==> config.mk <==
export PLATFORM = sky130hd
export DESIGN_NAME = imu_frame_parser_flat
export DESIGN_NICKNAME = d
export VERILOG_FILES = /design/src/imufp_pkg.sv /design/src/imufp_ifs.sv /design/src/imufp_payload_store.sv /design/src/imu_frame_parser.sv /design/src/flat_wrapper.sv
export SDC_FILE = /design/constraint.sdc
export NUM_CORES = 1
export LEC_CHECK = 0
export BUFFER_PORTS_ARGS = -buffer_cell sky130_fd_sc_hd__buf_2
export CAP_MARGIN = 20
export CORE_AREA = 2 2 252 130
export DETAILED_ROUTE_END_ITERATION = 12
export DIE_AREA = 0 0 254 132
export PLACE_DENSITY = 0.74
export SYNTH_ARGS = -nofsm -noshare
export SYNTH_HDL_FRONTEND = slang
export SYNTH_SLANG_ARGS = --single-unit
==> constraint.sdc <==
create_clock -name clk_i -period 6.35 [get_ports clk_i]
set_input_delay 0.635 -clock clk_i [delete_from_list [all_inputs] [get_ports clk_i]]
set_output_delay 0.635 -clock clk_i [all_outputs]
set_load 0.01 [all_outputs]
==> src/imufp_pkg.sv <==
// Package for the IMU frame parser: constants, state types and field layout.
`timescale 1ns / 1ps

package imufp_pkg;

  // Frame sync bytes
  localparam logic [7:0] SYNC_FIRST  = 8'h88;
  localparam logic [7:0] SYNC_SECOND = 8'hAF;

  // Default payload store depth
  localparam int unsigned BUFFER_DEPTH_DEF = 64;

  // Field layout of the payload
  localparam int unsigned NUM_FIELDS      = 13;
  localparam logic [3:0]  PRESSURE_FIELD  = 4'd12;
  localparam logic [4:0]  PRESS_FIRST_BYTE = 5'd24;
  localparam logic [4:0]  LAST_BYTE       = 5'd27;

  // Framing state, one-hot
  typedef enum logic [3:0] {
    PH_IDLE  = 4'b0001,
    PH_SYNC2 = 4'b0010,
    PH_LEN   = 4'b0100,
    PH_DATA  = 4'b1000
  } parse_phase_e;

  // Decode sequencer state, one-hot
  typedef enum logic [3:0] {
    SQ_IDLE  = 4'b0001,
    SQ_FETCH = 4'b0010,
    SQ_ACCUM = 4'b0100,
    SQ_PUSH  = 4'b1000
  } seq_state_e;

endpackage

==> src/imufp_ifs.sv <==
// Handshake channels of the IMU frame parser: received bytes and decoded fields.
`timescale 1ns / 1ps

interface imufp_rx_if;
  logic       valid;
  logic       ready;
  logic [7:0] rx_byte;

  modport source (output valid, output rx_byte, input ready);
  modport sink   (input valid, input rx_byte, output ready);
endinterface

interface imufp_field_if;
  logic               valid;
  logic               ready;
  logic [3:0]         field_index;
  logic signed [31:0] field_value;
  logic               last;

  modport source (output valid, output field_index, output field_value, output last,
                  input ready);
  modport sink   (input valid, input field_index, input field_value, input last,
                  output ready);
endinterface

==> src/imufp_payload_store.sv <==
// Payload byte store: one write port, one registered read port, per-entry valid bits.
`timescale 1ns / 1ps

module imufp_payload_store
  import imufp_pkg::*;
#(
  parameter int unsigned BufferDepth = BUFFER_DEPTH_DEF,
  localparam int unsigned AddrW      = $clog2(BufferDepth)
) (
  input  logic             clk_i,
  input  logic             rst_ni,
  input  logic             wr_en_i,
  input  logic [AddrW-1:0] wr_addr_i,
  input  logic [7:0]       wr_data_i,
  input  logic [AddrW-1:0] rd_addr_i,
  output logic [7:0]       rd_data_o
);

  logic [7:0]             mem [BufferDepth];
  logic [BufferDepth-1:0] vld_q;
  logic [7:0]             rd_data_q;

  // Valid bits: an entry never written since reset reads as zero
  always_ff @(posedge clk_i or negedge rst_ni) begin
    if (!rst_ni) begin
      vld_q <= '0;
    end else if (wr_en_i) begin
      vld_q[wr_addr_i] <= 1'b1;
    end
  end

  // Storage array and registered read
  always_ff @(posedge clk_i) begin
    if (wr_en_i) begin
      mem[wr_addr_i] <= wr_data_i;
    end
    rd_data_q <= vld_q[rd_addr_i] ? mem[rd_addr_i] : 8'h00;
  end

  assign rd_data_o = rd_data_q;

endmodule

==> src/imu_frame_parser.sv <==
// Top level of the IMU frame parser: framing FSM, field decode sequencer, output register.
`timescale 1ns / 1ps

// Usage:
//  rx_i takes one received byte per item. The parser hunts for 0x88 then 0xAF,
//  takes a length byte, stores that many payload bytes (positions past the store
//  depth are counted and dropped), and the next byte closes the frame.
//  field_o then delivers 13 items: accel, gyro, mag x/y/z, roll, pitch, yaw as
//  sign-extended big-endian 16-bit values, and pressure as a little-endian 32-bit
//  value, with last set on the pressure item.
//  rx_i takes a byte in any cycle in which the decode sequencer is idle. After the
//  closing byte the decode sequencer walks payload bytes 0..27 through the store's
//  single registered read port, with a fetch and an accumulate step per byte plus a
//  push step per field to load the output register, during which rx_i is not ready.
//  Stall: while field_o is stalled the sequencer holds; the output register lets
//  rx_i resume as soon as the last field is loaded, even if it is not yet taken.
//  Reset: framing returns to hunting 0x88, the store reads as all zero, and any
//  pending field is dropped.
module imu_frame_parser
  import imufp_pkg::*;
#(
  parameter int unsigned BufferDepth = BUFFER_DEPTH_DEF
) (
  input  logic               clk_i,
  input  logic               rst_ni,
  imufp_rx_if.sink           rx_i,
  imufp_field_if.source      field_o
);

  localparam int unsigned AddrW = $clog2(BufferDepth);

  parse_phase_e       phase_q, phase_d;
  seq_state_e         seq_q, seq_d;
  logic [7:0]         cnt_q, cnt_d;
  logic [7:0]         len_q, len_d;
  logic [4:0]         rd_idx_q, rd_idx_d;
  logic [3:0]         fld_q, fld_d;
  logic [31:0]        acc_q, acc_d;
  logic               out_vld_q, out_vld_d;
  logic [3:0]         out_idx_q, out_idx_d;
  logic signed [31:0] out_val_q, out_val_d;
  logic               out_last_q, out_last_d;

  logic               in_acc;
  logic               wr_en;
  logic [7:0]         rd_data;
  logic               fld_done;
  logic               out_free;

  assign rx_i.ready = (seq_q == SQ_IDLE);
  assign in_acc     = rx_i.valid && rx_i.ready;
  assign out_free   = !out_vld_q || field_o.ready;

  // Field ends on the low byte of a 16-bit field or on the last pressure byte
  assign fld_done = (rd_idx_q == LAST_BYTE) || ((rd_idx_q < PRESS_FIRST_BYTE) && rd_idx_q[0]);

  imufp_payload_store #(
    .BufferDepth (BufferDepth)
  ) u_store (
    .clk_i     (clk_i),
    .rst_ni    (rst_ni),
    .wr_en_i   (wr_en),
    .wr_addr_i (cnt_q[AddrW-1:0]),
    .wr_data_i (rx_i.rx_byte),
    .rd_addr_i (AddrW'(rd_idx_q)),
    .rd_data_o (rd_data)
  );

  // Framing and decode sequencing
  always_comb begin
    phase_d    = phase_q;
    seq_d      = seq_q;
    cnt_d      = cnt_q;
    len_d      = len_q;
    rd_idx_d   = rd_idx_q;
    fld_d      = fld_q;
    acc_d      = acc_q;
    wr_en      = 1'b0;
    out_vld_d  = out_vld_q && !field_o.ready;
    out_idx_d  = out_idx_q;
    out_val_d  = out_val_q;
    out_last_d = out_last_q;

    unique case (seq_q)
      SQ_IDLE: begin
        if (in_acc) begin
          unique case (phase_q)
            PH_IDLE: begin
              if (rx_i.rx_byte == SYNC_FIRST) phase_d = PH_SYNC2;
            end
            PH_SYNC2: begin
              if (rx_i.rx_byte == SYNC_SECOND) phase_d = PH_LEN;
            end
            PH_LEN: begin
              len_d   = rx_i.rx_byte;
              cnt_d   = 8'd0;
              phase_d = PH_DATA;
            end
            PH_DATA: begin
              if (cnt_q != len_q) begin
                wr_en = ({1'b0, cnt_q} < 9'(BufferDepth));
                cnt_d = cnt_q + 8'd1;
              end else begin
                // closing byte: start decoding
                phase_d  = PH_IDLE;
                seq_d    = SQ_FETCH;
                rd_idx_d = 5'd0;
                fld_d    = 4'd0;
              end
            end
            default: phase_d = PH_IDLE;
          endcase
        end
      end
      SQ_FETCH: begin
        // read address is presented this cycle, data is registered
        seq_d = SQ_ACCUM;
      end
      SQ_ACCUM: begin
        if (fld_q == PRESSURE_FIELD) begin
          acc_d = {rd_data, acc_q[31:8]};
        end else begin
          acc_d = {acc_q[23:0], rd_data};
        end
        rd_idx_d = rd_idx_q + 5'd1;
        seq_d    = fld_done ? SQ_PUSH : SQ_FETCH;
      end
      SQ_PUSH: begin
        if (out_free) begin
          out_vld_d  = 1'b1;
          out_idx_d  = fld_q;
          out_last_d = (fld_q == PRESSURE_FIELD);
          if (fld_q == PRESSURE_FIELD) begin
            out_val_d = acc_q;
            seq_d     = SQ_IDLE;
          end else begin
            out_val_d = {{16{acc_q[15]}}, acc_q[15:0]};
            seq_d     = SQ_FETCH;
          end
          fld_d = fld_q + 4'd1;
        end
      end
      default: seq_d = SQ_IDLE;
    endcase
  end

  // Control registers
  always_ff @(posedge clk_i or negedge rst_ni) begin
    if (!rst_ni) begin
      phase_q   <= PH_IDLE;
      seq_q     <= SQ_IDLE;
      cnt_q     <= 8'd0;
      len_q     <= 8'd0;
      rd_idx_q  <= 5'd0;
      fld_q     <= 4'd0;
      out_vld_q <= 1'b0;
    end else begin
      phase_q   <= phase_d;
      seq_q     <= seq_d;
      cnt_q     <= cnt_d;
      len_q     <= len_d;
      rd_idx_q  <= rd_idx_d;
      fld_q     <= fld_d;
      out_vld_q <= out_vld_d;
    end
  end

  // Payload registers
  always_ff @(posedge clk_i) begin
    acc_q      <= acc_d;
    out_idx_q  <= out_idx_d;
    out_val_q  <= out_val_d;
    out_last_q <= out_last_d;
  end

  assign field_o.valid       = out_vld_q;
  assign field_o.field_index = out_idx_q;
  assign field_o.field_value = out_val_q;
  assign field_o.last        = out_last_q;

endmodule

==> src/flat_wrapper.sv <==
// flat-port wrapper written by rule: the top's interface ports become plain ports
module imu_frame_parser_flat import imufp_pkg::*;
#(
  parameter int unsigned BufferDepth = BUFFER_DEPTH_DEF
)
  (clk_i, rst_ni, rx_i_valid, rx_i_rx_byte, rx_i_ready, field_o_valid, field_o_field_index, field_o_field_value, field_o_last, field_o_ready);
  imufp_rx_if rx_i_i ();
  imufp_field_if field_o_i ();
  input  logic clk_i;
  input  logic rst_ni;
  input wire logic [$bits(rx_i_i.valid)-1:0] rx_i_valid;
  input wire logic [$bits(rx_i_i.rx_byte)-1:0] rx_i_rx_byte;
  output wire logic [$bits(rx_i_i.ready)-1:0] rx_i_ready;
  output wire logic [$bits(field_o_i.valid)-1:0] field_o_valid;
  output wire logic [$bits(field_o_i.field_index)-1:0] field_o_field_index;
  output wire logic [$bits(field_o_i.field_value)-1:0] field_o_field_value;
  output wire logic [$bits(field_o_i.last)-1:0] field_o_last;
  input wire logic [$bits(field_o_i.ready)-1:0] field_o_ready;
  assign rx_i_i.valid = rx_i_valid;
  assign rx_i_i.rx_byte = rx_i_rx_byte;
  assign rx_i_ready = rx_i_i.ready;
  assign field_o_valid = field_o_i.valid;
  assign field_o_field_index = field_o_i.field_index;
  assign field_o_field_value = field_o_i.field_value;
  assign field_o_last = field_o_i.last;
  assign field_o_i.ready = field_o_ready;
  imu_frame_parser #(.BufferDepth(BufferDepth)) u_core (.clk_i(clk_i), .rst_ni(rst_ni), .rx_i(rx_i_i), .field_o(field_o_i));
endmodule
==> impl_metrics.csv, run 1 <==
group,metric,value,unit
cells_and_area,fin_nets,1056,
run,max_cap_violations,0,
pwr,finalPower,6.63,mW
die,pin_count,51,
yosys,synthTopCellsByArea,"edfxtp_1, dfrtp_1, mux4_2",
clock_network,cts.sinks,399,
worst_setup_path,critPathArrivalTime,3570,ps
die,die_h,132,µm
sta,fin_hold_ws,286,ps
place,numPortBuffers,50,
place,dp_hpwl,22.4,mm
yosys,synth_cells,990,
yosys,synth_cell_type_count,63,
sta,worst_slew_pin_slew,1040,ps
yosys,yosysWarnings,0,
yosys,synth_seq_cells,399,
clock_network,clk_latency,530,ps
detailed_routing,drc_errors,0,
yosys,synthFlopType,"edfxtp_1",
clock_network,tritoncts,"built",
yosys,avgSynthCellArea,16.3,µm²
yosys,ys_async_sr_fraction,16.5,%
global_routing,grt_overflow_total,0,
die,core.rowCount,46,
sta,post-route-period-util,54.0,%
worst_setup_path,critical_path_class,"reg2reg",
clock_network,postCtsSetupBuffers,0,
yosys,synth-edff-count,325,
pwr,pwr_density_cell,368,nW/µm²
yosys,syn-num-nets,1006,
die,coreArea,31200,µm²
clock_network,numCtsBuffers,35,
global_routing,grt_max_degree,67,
worst_setup_path,worstPathMaxFanout,24,
pwr,leakage,6.24,nW
detailed_routing,antenna_left,0,
detailed_routing,drtIter0Drc,1257,
sta,period_minus_slack,3430,ps
cells_and_area,diodes,0,
worst_setup_path,end_kind,"flip-flop",
die,initial_core_util,51.6,%
clock_network,htree_levels,2,
sta,slew_violations,0,
global_routing,grt_pass1_wl,53.8,mm
global_routing,grt_antenna_before_repair,0,
die,die-area,33500,µm²
yosys,syn_area,16100,µm²
detailed_routing,drt_first_pass_iters,5,
sta,tns,0,ps
status,status,"finished, final reports clean",
sta,setup_violations,0,
detailed_routing,vias,9028,
global_routing,grt_use_total,21.5,%
die,die_w,254,µm
pwr,vdd_ir_drop_max,260,µV
clock_network,path_clk_slew,70,ps
cells_and_area,final_util,57.7,%
detailed_routing,drt-total-wl,35.3,mm
sta,relSlewSlack,30.4,%
sta,skew,21.1,ps
worst_hold_path,hold_path_class,"in2async",
place,place.gp.congestion,0.881,
yosys,yosysTopAreaCell,"edfxtp_1",
worst_setup_path,worstPathRequired,6490,ps
yosys,yosysSeqAreaShare,71.8,%
cells_and_area,area_delta_synth_final,11.8,%
clock_network,clockBufferDepth,3,
sta,rsz0062_at_grt,"no",
clock_network,holdBufCountCts,0,
sta,hold_violations,0,
clock_network,cts.repair.resized,0,
worst_setup_path,reg2reg_slack,2920,ps
detailed_routing,wl_per_cell,23.6,µm
detailed_routing,vias_per_cell,6.03,
cells_and_area,drive_gt1_share,22.3,%
yosys,synth_top_area_share,60.6,%
global_routing,first_global_vias,8503,
sta,fmax,0.292,GHz
worst_setup_path,cp-start-kind,"flip-flop",
clock_network,cts_root_buffer,"clkbuf_16",
[worst max-delay path, cell delays in order (launching register included)]
cell      delay (ps)
dfstp_2          590
or4b_4           520
clkinv_4          90
nand3_4           80
a21oi_4          440
nand2_4          370
nor3_1           940
[report_power, final]
| part | internal (mW) | total, mW | switching [mW] | leakage (nW) |
|---|---|---|---|---|
| logic | 0.528 | 1.16 | 0.635 | 1.79 |
| registers | 2.96 | 3.18 | 0.221 | 3.85 |
| clock network | 1.35 | 2.28 | 0.934 | 0.590 |
[sequential cells by signal, summed over array words and instances (netlist names), 5 cells and up]
register,flops
u_core.len_q,8
u_core.rd_idx_q,5
u_core.field_o.field_value,32
u_core.u_store.rd_data_o,8
u_core.u_store.vld_q,32
u_core.acc_q,32
u_core.u_store.mem,256
u_core.cnt_q,8
[synthesized netlist by cell type (17+ instances only)]
library cell and count:
mux2i_1 17, o22ai_1 18, dfrtp_1 64, clkbuf_1 30, nor3_2 20, nand3_1 31, edfxtp_1 325, nor2_1 32
mux2_2 27, nand2_1 134, mux4_2 56
[final cells by class]
| type | count | area [µm²] |
|---|---|---|
| Multi-Input combinational cell | 529 | 4260 |
| Tap cell | 432 | 541 |
| Inverter | 10 | 42.5 |
| Timing Repair Buffer | 65 | 370 |
| Fill cell | 2373 | 13200 |
| Sequential cell | 399 | 11600 |
| Clock inverter | 13 | 218 |
| Clock buffer | 49 | 1000 |
[cells by family (layout without fill, tap and decap cells)]
kind of cell	after synthesis	count (layout)	synth area share, %
flops	399	399	71.8
simple gates	302	302	9.63
compound gates	115	115	5.27
mux	100	100	10.8
buf+inv	62	137	1.76
xor+xnor	8	8	0.435
fa+ha+maj	4	4	0.311
[layout by cell type (no fill, tap or decap), types with 21 or more instances in the layout]
| cell type | Yosys | layout |
|---|---|---|
| mux2_2 | 27 | 27 |
| nor3_2 | 20 | 21 |
| nor2_1 | 32 | 32 |
| dfrtp_1 | 64 | 62 |
| clkbuf_16 | 0 | 37 |
| edfxtp_1 | 325 | 325 |
| nand3_1 | 31 | 31 |
| mux4_2 | 56 | 56 |
| buf_2 | 12 | 52 |
| nand2_1 | 134 | 134 |
[routing by layer]
metal	global-route usage, %	up-vias	wire length, µm
met5	1.43	-	65
met1	36.1	4591	17200
met2	26.2	449	13500
met3	7.94	47	3970
li1	-	3939	-
met4	3.95	2	548
[path summary, 6_finish.rpt]
check	startpoint	to	depth (start not counted)
min in group clk_i	u_core.u_store.vld_q[3]	u_core.u_store.vld_q[3]	1
max in group asynchronous	rst_ni	u_core.rd_idx_q[0]	2
max	u_core.seq_q[0]	u_core.u_store.mem[11][1]	6
min reg2reg	u_core.u_store.vld_q[3]	u_core.u_store.vld_q[3]	1
max reg2reg	u_core.seq_q[0]	u_core.u_store.mem[11][1]	6
min	rst_ni	u_core.len_q[0]	2
[per-stage QoR]
stage | worst slack, ps | instance area [µm²] | instances
floorplan | 3710 | 16100 | 990
global placement | 2940 | 16700 | 1429
detailed placement | 2830 | 16700 | 1429
CTS | 2810 | 18000 | 1491
global route | 2710 | 18000 | 1497
finish | 2920 | 18000 | 1497
No activity file was read; power rests on OpenSTA's default activity.
==> run 2, diff against run 1 <==
- clock period: 6.35 -> 3.4 ns (I/O delays scaled with it)
==> run 2 against run 1 <==
Utilization up 0.32 points; final cell count increased by 1.5%; total power increased by 82%; critical path depth unchanged; sequential share of layout area fell by 0.35 points; clock power is 70% higher; count of clock-buffer cells in the layout fell by 8; global-route usage increased by 0.50 points; critical path type unchanged; critical endpoint is now u_core.u_store.mem[8][3]; largest power group unchanged.
==> impl_metrics.csv, run 2 (synthesis gave the netlist of run 1 again) <==
group,metric,value,unit
die,coreArea,31200,µm²
place,dp.cells,1457,
worst_setup_path,reg2reg_slack,550,ps
clock_network,cts.repair.resized,0,
sta,setup_violations,0,
worst_setup_path,critPathArrivalTime,2990,ps
sta,skew,19.9,ps
detailed_routing,vias,9231,
pwr,p_sw,3.32,mW
status,status,"finished, final reports clean",
clock_network,numCtsBuffers,34,
pwr,internal_power,8.76,mW
place,dp_hpwl,24.0,mm
pwr,vdd_ir_drop_max,550,µV
detailed_routing,antenna_left,0,
place,numPortBuffers,50,
clock_network,clockBufferDepth,3,
detailed_routing,drc_errors,0,
clock_network,htree_levels,2,
worst_hold_path,hold_path_class,"in2reg",
worst_setup_path,worstPathMaxFanout,24,
global_routing,grt_antenna_before_repair,1,
die,core.rowCount,46,
detailed_routing,wl_per_cell,24.0,µm
global_routing,first_global_vias,8687,
global_routing,grt_pass1_wl,55.0,mm
clock_network,cts.sinks,399,
cells_and_area,drive_gt1_share,23.7,%
run,max_cap_violations,0,
cells_and_area,largest_register_ffs,256,
cells_and_area,fin_nets,1079,
worst_setup_path,end_kind,"flip-flop",
pwr,finalPower,12.1,mW
die,die-area,33500,µm²
sta,fmax,0.351,GHz
worst_setup_path,worstPathRequired,3540,ps
global_routing,grt_overflow_total,0,
cells_and_area,final_cells,1520,
clock_network,clk_latency,520,ps
cells_and_area,final_cell_mix,"edfxtp_1, nand2_1, dfrtp_1",
sta,rsz0062_at_grt,"no",
worst_setup_path,cp_cell_sequence,"or4b_4 > clkinv_4 > nand3_4 > a21oi_4 > nand2_4 > nor3_2",
cells_and_area,fillers,2367,
worst_setup_path,cp-start-kind,"flip-flop",
worst_hold_path,hold_path_depth,3,
pwr,seqPwrFrac,47.8,%
clock_network,cts_root_buffer,"clkbuf_16",
pwr,pwr_density_cell,667,nW/µm²
cells_and_area,mostFrequentLayoutCell,"edfxtp_1",
sta,post-route-period-util,83.9,%
cells_and_area,area_delta_synth_final,12.4,%
pwr,leakage,6.32,nW
worst_hold_path,min-delay-start,"field_o_ready",
sta,relSlewSlack,43.8,%
detailed_routing,drt-total-wl,36.4,mm
worst_setup_path,path_buf_inv,1,
detailed_routing,drt_first_pass_iters,5,
clock_network,tritoncts,"built",
cells_and_area,final_util,58.1,%
detailed_routing,drtIter0Drc,1020,
sta,worst_slew_pin_slew,836,ps
pwr,switching_share,27.5,%
worst_setup_path,critical_path_class,"reg2reg",
sta,period_minus_slack,2850,ps
worst_setup_path,cp_top_family,"simple AND/OR/NAND/NOR gates",
cells_and_area,multiInputGateArea,4260,µm²
die,initial_core_util,51.6,%
worst_setup_path,regToRegStartpoint,"u_core.seq_q[0]",
sta,hold_violations,0,
pwr,p_clk_share,32.1,%
place,place.gp.congestion,0.885,
worst_setup_path,r2r_cells,6,
die,pin_count,51,
worst_setup_path,cpMaxStageDelayCell,"nor3_2",
clock_network,path_clk_slew,70,ps
global_routing,grt_max_degree,71,
worst_hold_path,worstHoldEndpoint,"u_core.field_o.valid",
cells_and_area,regArea,11600,µm²
worst_setup_path,slowest_delay,680,ps
global_routing,grt_use_total,22.0,%
die,die_h,132,µm
sta,slew_violations,0,
detailed_routing,vias_per_cell,6.07,
die,die_w,254,µm
worst_setup_path,r2r-end,"u_core.u_store.mem[8][3]",
cells_and_area,regMostFlops,"u_core.u_store.mem",
sta,tns,0,ps
pwr,pwr-share-comb,20.0,%
run 2: changes by cell type in the layout (fill, tap and decap cells not counted), sizes merged:
cell and delta:
diode +1, dlygate4sd3 +1, bufinv -3, inv -1
buf +26, clkinv +10, clkbuf -11
run 2: how the worst max path moves through the flow:
stage	from	to	cells after the start
2_1_floorplan	u_core.seq_q[2]	u_core.fld_q[2]	6
3_3_place_gp	u_core.seq_q[0]	u_core.u_store.mem[9][2]	6
3_5_place_dp	u_core.seq_q[0]	u_core.u_store.mem[18][1]	6
4_1_cts	u_core.seq_q[0]	u_core.u_store.mem[18][1]	6
5_1_grt	u_core.seq_q[0]	u_core.u_store.mem[21][1]	6
6_report	u_core.seq_q[0]	u_core.u_store.mem[8][3]	6
run 2: through the flow:
step                area (µm²)  hold WS, ps  setup slack, ps
finish                   18100          192              548
global route             18100          209              416
CTS                      18100         24.6              566
detailed placement       17000          437              594
global placement         17000          434              672
floorplan                16100         44.4              761
run 2: layout make-up:
| class | count | area share (%) |
|---|---|---|
| clock buffers | 41 | 5.19 |
| well taps | 432 | 2.98 |
| inverters | 10 | 0.235 |
| clock inverters | 19 | 0.891 |
| multi-input cells | 529 | 23.5 |
| repair buffers | 89 | 3.22 |
| flip-flops and latches | 399 | 63.9 |
| diodes | 1 | 0.0138 |
run 2: timing repair:
| item | in CTS | in global routing |
|---|---|---|
| hold buffers | 0 | 1 |
| setup buffers | 0 | 0 |
| endpoints found under the hold margin | 0 | 44 |
run 2: routing by layer:
metal  part of all wire [%]  GRT usage (%)  wire length [µm]  vias up
li1                       -              -                 -     3976
met3                     13           8.61              4830       41
met5                      0              0                 0        -
met1                     46           36.0             16800     4724
met2                     40           27.9             14400      490
met4                    1.1           3.43               394        0
run 2: worst register-to-register path: stages (launching register included):
cell	delay [ps]
dfstp_2	590
or4b_4	530
clkinv_4	90
nand3_4	80
a21oi_4	210
nand2_4	280
nor3_2	700
run 2: power groups by stage:
stage          logic (mW)  registers, mW  clock network [mW]
2_1_floorplan        1.79           5.74                   0
3_3_place_gp         2.35           5.86                   0
3_5_place_dp         2.39           5.88                   0
4_1_cts              2.40           5.77                3.94
5_1_grt              2.60           5.81                4.12
6_report             2.42           5.78                3.88
